$ cat config.mk
export PLATFORM = sky130hd
export DESIGN_NAME = bbd_agc_ctrl
export DESIGN_NICKNAME = d
export VERILOG_FILES = /design/src/rtl/bbd_agc_pkg.sv /design/src/rtl/bbd_agc_ctrl.sv
export SDC_FILE = /design/constraint.sdc
export NUM_CORES = 1
export LEC_CHECK = 0
export ABC_AREA = 0
export BUFFER_PORTS_ARGS = -buffer_cell sky130_fd_sc_hd__buf_2
export CELL_PAD_IN_SITES_DETAIL_PLACEMENT = 1
export CELL_PAD_IN_SITES_GLOBAL_PLACEMENT = 2
export CORE_UTILIZATION = 28
export DETAILED_ROUTE_END_ITERATION = 6
export PLACE_DENSITY = 0.84
export SYNTH_ARGS = -nofsm -noshare
export SYNTH_HDL_FRONTEND = slang
export SYNTH_SLANG_ARGS = --single-unit
export TNS_END_PERCENT = 50
$ cat constraint.sdc
create_clock -name clock -period 4.2 [get_ports clock]
set_input_delay 0.42 -clock clock [delete_from_list [all_inputs] [get_ports clock]]
set_output_delay 0.42 -clock clock [all_outputs]
set_load 0.02 [all_outputs]
$ cat src/rtl/bbd_agc_pkg.sv
`default_nettype none
package bbd_agc_pkg;

   localparam int MAG_W      = 24;
   localparam int GAIN_W     = 32;
   localparam int FACTOR_W   = 17;
   localparam int LEVEL_W    = 8;
   localparam int NUM_BANDS  = 5;
   localparam int BAND_W     = 3;
   localparam int DIV_STEPS  = 8;
   localparam int DIV_W      = 3;
   localparam int CSR_IDX_W  = 8;
   localparam int CSR_DATA_W = 32;

   localparam logic [CSR_IDX_W-1:0] REG_THRESHOLD_RATIO = 8'd0;
   localparam logic [CSR_IDX_W-1:0] REG_REFRACTORY_MS   = 8'd1;
   localparam logic [CSR_IDX_W-1:0] REG_SQUELCH_LEVEL   = 8'd2;
   localparam logic [CSR_IDX_W-1:0] REG_LEVEL_TARGET    = 8'd3;
   localparam logic [CSR_IDX_W-1:0] REG_GAIN_UP         = 8'd4;
   localparam logic [CSR_IDX_W-1:0] REG_GAIN_DOWN       = 8'd5;
   localparam logic [CSR_IDX_W-1:0] REG_GAIN_MAX        = 8'd6;
   localparam logic [CSR_IDX_W-1:0] REG_GAIN_INITIAL    = 8'd7;

   localparam logic [9:0]          RST_THRESHOLD_RATIO = 10'd358;
   localparam logic [15:0]         RST_REFRACTORY_MS   = 16'd200;
   localparam logic [15:0]         RST_SQUELCH_LEVEL   = 16'd52;
   localparam logic [7:0]          RST_LEVEL_TARGET    = 8'd22;
   localparam logic [FACTOR_W-1:0] RST_GAIN_UP         = 17'd66847;
   localparam logic [FACTOR_W-1:0] RST_GAIN_DOWN       = 17'd61604;
   localparam logic [GAIN_W-1:0]   RST_GAIN_MAX        = 32'd3276800000;
   localparam logic [GAIN_W-1:0]   RST_GAIN_INITIAL    = 32'd3932160;
   localparam logic [GAIN_W-1:0]   GAIN_ONE            = 32'd65536;

   localparam logic [LEVEL_W-1:0] STRENGTH_MIN = 8'd32;
   localparam logic [LEVEL_W-1:0] STRENGTH_MAX = 8'd255;
   localparam logic [LEVEL_W-1:0] LEVEL_MAX    = 8'd255;

   typedef struct packed {
      logic [MAG_W-1:0] bass_magnitude;
      logic [MAG_W-1:0] band_mag_0;
      logic [MAG_W-1:0] band_mag_1;
      logic [MAG_W-1:0] band_mag_2;
      logic [MAG_W-1:0] band_mag_3;
      logic [MAG_W-1:0] band_mag_4;
      logic [31:0]      now_ms;
   } req_type;

   typedef struct packed {
      logic               beat_seen;
      logic [LEVEL_W-1:0] beat_strength;
      logic [LEVEL_W-1:0] level_0;
      logic [LEVEL_W-1:0] level_1;
      logic [LEVEL_W-1:0] level_2;
      logic [LEVEL_W-1:0] level_3;
      logic [LEVEL_W-1:0] level_4;
   } rsp_type;

   typedef struct packed {
      logic              load;
      logic              test;
      logic              decide;
      logic              div_step;
      logic [DIV_W-1:0]  div_bit;
      logic              band_mul;
      logic              band_gain;
      logic              band_clamp;
      logic [BAND_W-1:0] band;
      logic              publish;
   } cmd_type;

   typedef struct packed {
      logic need_div;
   } sts_type;

endpackage
`default_nettype wire

$ cat src/rtl/bbd_agc_ctrl.sv
`default_nettype none
module bbd_agc_ctrl (
   input  wire logic                clock,
   input  wire logic                reset,
   input  wire logic                req_valid,
   output logic                     req_ready,
   output logic                     rsp_valid,
   input  wire logic                rsp_ready,
   input  wire bbd_agc_pkg::sts_type sts,
   output bbd_agc_pkg::cmd_type     cmd
);

   localparam logic [2:0] S_IDLE  = 3'd0;
   localparam logic [2:0] S_TEST  = 3'd1;
   localparam logic [2:0] S_DEC   = 3'd2;
   localparam logic [2:0] S_DIV   = 3'd3;
   localparam logic [2:0] S_MUL   = 3'd4;
   localparam logic [2:0] S_GAIN  = 3'd5;
   localparam logic [2:0] S_CLAMP = 3'd6;
   localparam logic [2:0] S_DONE  = 3'd7;

   localparam logic [bbd_agc_pkg::DIV_W-1:0] DIV_TOP =
      bbd_agc_pkg::DIV_W'(bbd_agc_pkg::DIV_STEPS - 1);
   localparam logic [bbd_agc_pkg::BAND_W-1:0] BAND_LAST =
      bbd_agc_pkg::BAND_W'(bbd_agc_pkg::NUM_BANDS - 1);

   logic [2:0]                       state_ff, state_in;
   logic [bbd_agc_pkg::DIV_W-1:0]    bit_ff, bit_in;
   logic [bbd_agc_pkg::BAND_W-1:0]   band_ff, band_in;
   logic                             rsp_valid_ff, rsp_valid_in;

   always_comb begin
      state_in  = state_ff;
      bit_in    = bit_ff;
      band_in   = band_ff;
      cmd       = '0;
      cmd.div_bit = bit_ff;
      cmd.band    = band_ff;
      req_ready = 1'b0;
      case (state_ff)
         S_IDLE: begin
            req_ready = 1'b1;
            if (req_valid) begin
               cmd.load = 1'b1;
               state_in = S_TEST;
            end
         end
         S_TEST: begin
            cmd.test = 1'b1;
            state_in = S_DEC;
         end
         S_DEC: begin
            cmd.decide = 1'b1;
            bit_in     = DIV_TOP;
            state_in   = S_DIV;
         end
         S_DIV: begin
            if (!sts.need_div || bit_ff == '0) begin
               band_in  = '0;
               state_in = S_MUL;
            end else begin
               bit_in = bit_ff - 1'b1;
            end
            cmd.div_step = sts.need_div;
         end
         S_MUL: begin
            cmd.band_mul = 1'b1;
            state_in     = S_GAIN;
         end
         S_GAIN: begin
            cmd.band_gain = 1'b1;
            state_in      = S_CLAMP;
         end
         S_CLAMP: begin
            cmd.band_clamp = 1'b1;
            if (band_ff == BAND_LAST) begin
               state_in = S_DONE;
            end else begin
               band_in  = band_ff + 1'b1;
               state_in = S_MUL;
            end
         end
         S_DONE: begin
            if (!rsp_valid_ff || rsp_ready) begin
               cmd.publish = 1'b1;
               state_in    = S_IDLE;
            end
         end
         default: begin
            state_in = S_IDLE;
         end
      endcase
   end

   always_comb begin
      rsp_valid_in = rsp_valid_ff;
      if (cmd.publish) begin
         rsp_valid_in = 1'b1;
      end else if (rsp_ready) begin
         rsp_valid_in = 1'b0;
      end
   end

   assign rsp_valid = rsp_valid_ff;

   always_ff @(posedge clock) begin
      if (reset) begin
         state_ff     <= S_IDLE;
         bit_ff       <= '0;
         band_ff      <= '0;
         rsp_valid_ff <= 1'b0;
      end else begin
         state_ff     <= state_in;
         bit_ff       <= bit_in;
         band_ff      <= band_in;
         rsp_valid_ff <= rsp_valid_in;
      end
   end

`ifndef NO_ASSERTIONS
   a_one_cmd: assert property (@(posedge clock) disable iff (reset)
      $onehot0({cmd.load, cmd.test, cmd.decide, cmd.div_step, cmd.band_mul,
                cmd.band_gain, cmd.band_clamp, cmd.publish}))
      else $error("more than one datapath command");
   a_publish_shows: assert property (@(posedge clock) disable iff (reset)
      cmd.publish |=> rsp_valid)
      else $error("published result not shown");
   a_band_range: assert property (@(posedge clock) disable iff (reset)
      (cmd.band_mul || cmd.band_clamp) |-> band_ff <= BAND_LAST)
      else $error("band index out of range");
   a_accept_starts: assert property (@(posedge clock) disable iff (reset)
      (req_valid && req_ready) |=> state_ff == S_TEST)
      else $error("transfer did not start work");
`endif

endmodule
`default_nettype wire

==> results by group <==
Run status
  • Status: complete, no violations

Timing
  • RSZ-0062 raised after global routing: false
  • Final Hold Vio Count: 0
  • Slew Limit Fails: 0
  • Worst setup margin: 2310 ps
  • Final clock skew: 3.63 ps
  • Final setup viols: 0
  • Slew @ Worst Pin: 491 ps
  • Final Critical Period: approximately 1900 ps
  • Period utilization: 0.449
  • Relative slew slack: 0.672
  • Setup TNS: 0 ps
  • Max Freq: between 0.5 and 0.6 GHz

GRT
  • Total global routing overflow: 0
  • Antenna violations before repair: 0
  • First-pass GRT wire length: approximately 2500 µm
  • Vias in the first global route: between 500 and 600
  • Gr usage total: 0.141
  • Largest net degree at the start of global routing: 15

Setup path
  • Crit. path cell count: 3
  • CP startpoint kind: register
  • Critical Path RT: ~3800 ps
  • Worst setup path end: cmd[10]
  • Critical path launch point: state_ff[2]
  • Worst R2R Setup Slack: 2350 ps
  • Crit-path slowest cell: dfxtp_1
  • CP arrival: between 1000 and 1500 ps
  • CP top delay family: flip-flops
  • Reg2reg end: bit_ff[1]
  • Worst path max stage delay: a little over 600 ps
  • Worst Path Max Fanout: 13
  • R2R Path Start: bit_ff[0]
  • Worst R2R Path Depth: 7
  • CP Class: reg2out
  • Buf/Inv on CP: 1
  • Setup crit end kind: primary output
  • Critical-path cell list: and3b_1 -> and2_1 -> buf_2

Detailed routing
  • Initial DRC Count: 4
  • DRC Markers: 0
  • Vias per cell: a little under 5
  • Antenna-violating nets left: 0
  • Post-DR wirelength/cell: ~12 µm
  • Via count: approximately 580
  • Final wirelength: roughly 1500 µm
  • DR pass1 iterations: 2

Final layout
  • Area grow syn2layout: 19.7%
  • Register area: around 200 µm²
  • Nets: roughly 100
  • Layout cells sized above 1: 0.290
  • Filler cells: 261
  • N_diodes: 0
  • Fin area: 737 µm²
  • Area of the multi-input gates: 347 µm²
  • Final Util: 0.364

Min path
  • Hold Path Stages: 2
  • Hold Crit Class: in2reg

CTS
  • Clk root buf: clkbuf_4
  • CTS tree: done
  • Post-CTS Hold Fix Bufs: 0
  • Insertion delay to the later sink of the worst-skew pair: 270 ps
  • Clock Path Buffers: 2
  • CTS Buf Count: 3
  • Clock sink count: 10
  • H-tree depth: 1
  • CTS clock-pin slew for the worst setup and hold paths: 60 ps
  • Post-CTS sizing: 0
  • # Post-CTS Setup Buffers: 0

Logic synthesis
  • Synth area leaders: dfxtp_1, ha_1, a21oi_1, nor3_1, inv_1
  • Netlist cell types: 31
  • Cell Area, Synth: a little over 600 µm²
  • Post-synth EDFFs: 0
  • Top_reg_cell synth: dfxtp_1
  • FFs w/ async S/R, synth: 0
  • Post-Syn Area per Cell: 8.21 µm²
  • Register area share after synthesis: 0.325
  • Syn nets: 84
  • Yosys warning total: 0
  • Post-synth top area share: 0.325
  • Synth area leader: dfxtp_1
  • Yosys reg bits: 10
  • Gate count of the mapped netlist: 75
  • Synth cell count leaders: dfxtp_1, inv_1, a21oi_1, nor2_1, nor3_1
  • Top-count cell post-synth: dfxtp_1

Die
  • Initial Util: 0.304
  • Die H: 48.9 µm
  • Die ar.: roughly 2400 µm²
  • Core area: ~2000 µm²
  • Die X: 48.9 µm
  • # rows: 16
  • Top-Level Pins: 21

Place
  • Post-Place Cell Area: approximately 710 µm²
  • HPWL after DPL: 1130 µm
  • Pre-CTS setup slack: about 2400 ps
  • GP Congestion: 0.691
  • IO buf count: 20

Power and ir drop
  • Total power: roughly 0.25 mW
  • Max VDD drop: about 0.00014 V
  • Lkg Pwr: 0.372 nW
  • PwrDens: roughly 340 nW/µm²

Flow run
  • Max-Cap Viols: 0
==> logic make-up (layout without fill, tap and decap cells) <==
family          after synthesis  in the layout  synth area share
fa+ha+maj                     4              4            0.0813
compound gates               17             17             0.181
flops                        10             10             0.325
simple gates                 30             30             0.301
buf+inv                      14             32             0.112
==> power breakdown <==
group	internal, mW	switching, mW
sequential	0.101	0.0126
combinational	0.0283	0.0409
clock	0.0331	0.0320
total	0.163	0.0855
==> final cells by class <==
| cell class | count | share of cell area |
|---|---|---|
| Multi-Input combinational cell | 51 | 0.470 |
| Clock buffer | 3 | 0.0306 |
| Tap cell | 27 | 0.0458 |
| Timing Repair Buffer | 20 | 0.136 |
| Sequential cell | 10 | 0.272 |
| Inverter | 9 | 0.0458 |
==> worst reg2reg max path, cell delays in order, from the launching register on <==
cell and delay, ps:
dfxtp_1 370, inv_1 70, ha_1 200, ha_1 180
nand2b_1 180, a211oi_2 390, nor2_1 70, a311oi_1 300
==> worst min-delay path by stage <==
| stage | startpoint | to | slack (ps) |
|---|---|---|---|
| finish | reset | band_ff[1] | 460 |
| global route | reset | band_ff[1] | 480 |
| CTS | reset | band_ff[0] | 450 |
| detailed placement | bit_ff[0] | bit_ff[0] | 480 |
| global placement | bit_ff[0] | bit_ff[0] | 470 |
| floorplan | band_ff[1] | band_ff[1] | 580 |
==> stage by stage <==
step	hold WS, ps	std cells
6_report	457	120
5_1_grt	475	120
4_1_cts	453	120
3_5_place_dp	479	117
3_3_place_gp	475	117
2_1_floorplan	577	75
==> cell usage in the layout, fill, tap and decap left out, types with 2 or more instances in the layout <==
| cell | n |
|---|---|
| inv_1 | 8 |
| a311oi_1 | 2 |
| nor2b_1 | 2 |
| dfxtp_1 | 10 |
| a211oi_1 | 2 |
| and3b_1 | 2 |
| ha_1 | 4 |
| o21ai_0 | 3 |
| a21oi_1 | 6 |
| nor3_1 | 6 |
| clkbuf_4 | 3 |
| and2_1 | 3 |
| nor2_1 | 6 |
| buf_2 | 20 |
| nand2_1 | 2 |
==> layer usage <==
metal / wire length (µm) / global-route usage / part of all wire / vias to the layer above
met3: 63 / 0.0467 / 0.043 / 4
met2: 652 / 0.215 / 0.45 / 16
met1: 700 / 0.168 / 0.48 / 265
li1: - / - / - / 297
met5: 0 / 0 / 0 / -
met4: 37 / 0.0882 / 0.025 / 0
==> sequential cells by signal (all words and copies together), names as in the netlist <==
register and count:
band_ff 3, state_ff 3, bit_ff 3, rsp_valid 1
Note: power is estimated with default switching activity, not from simulation.
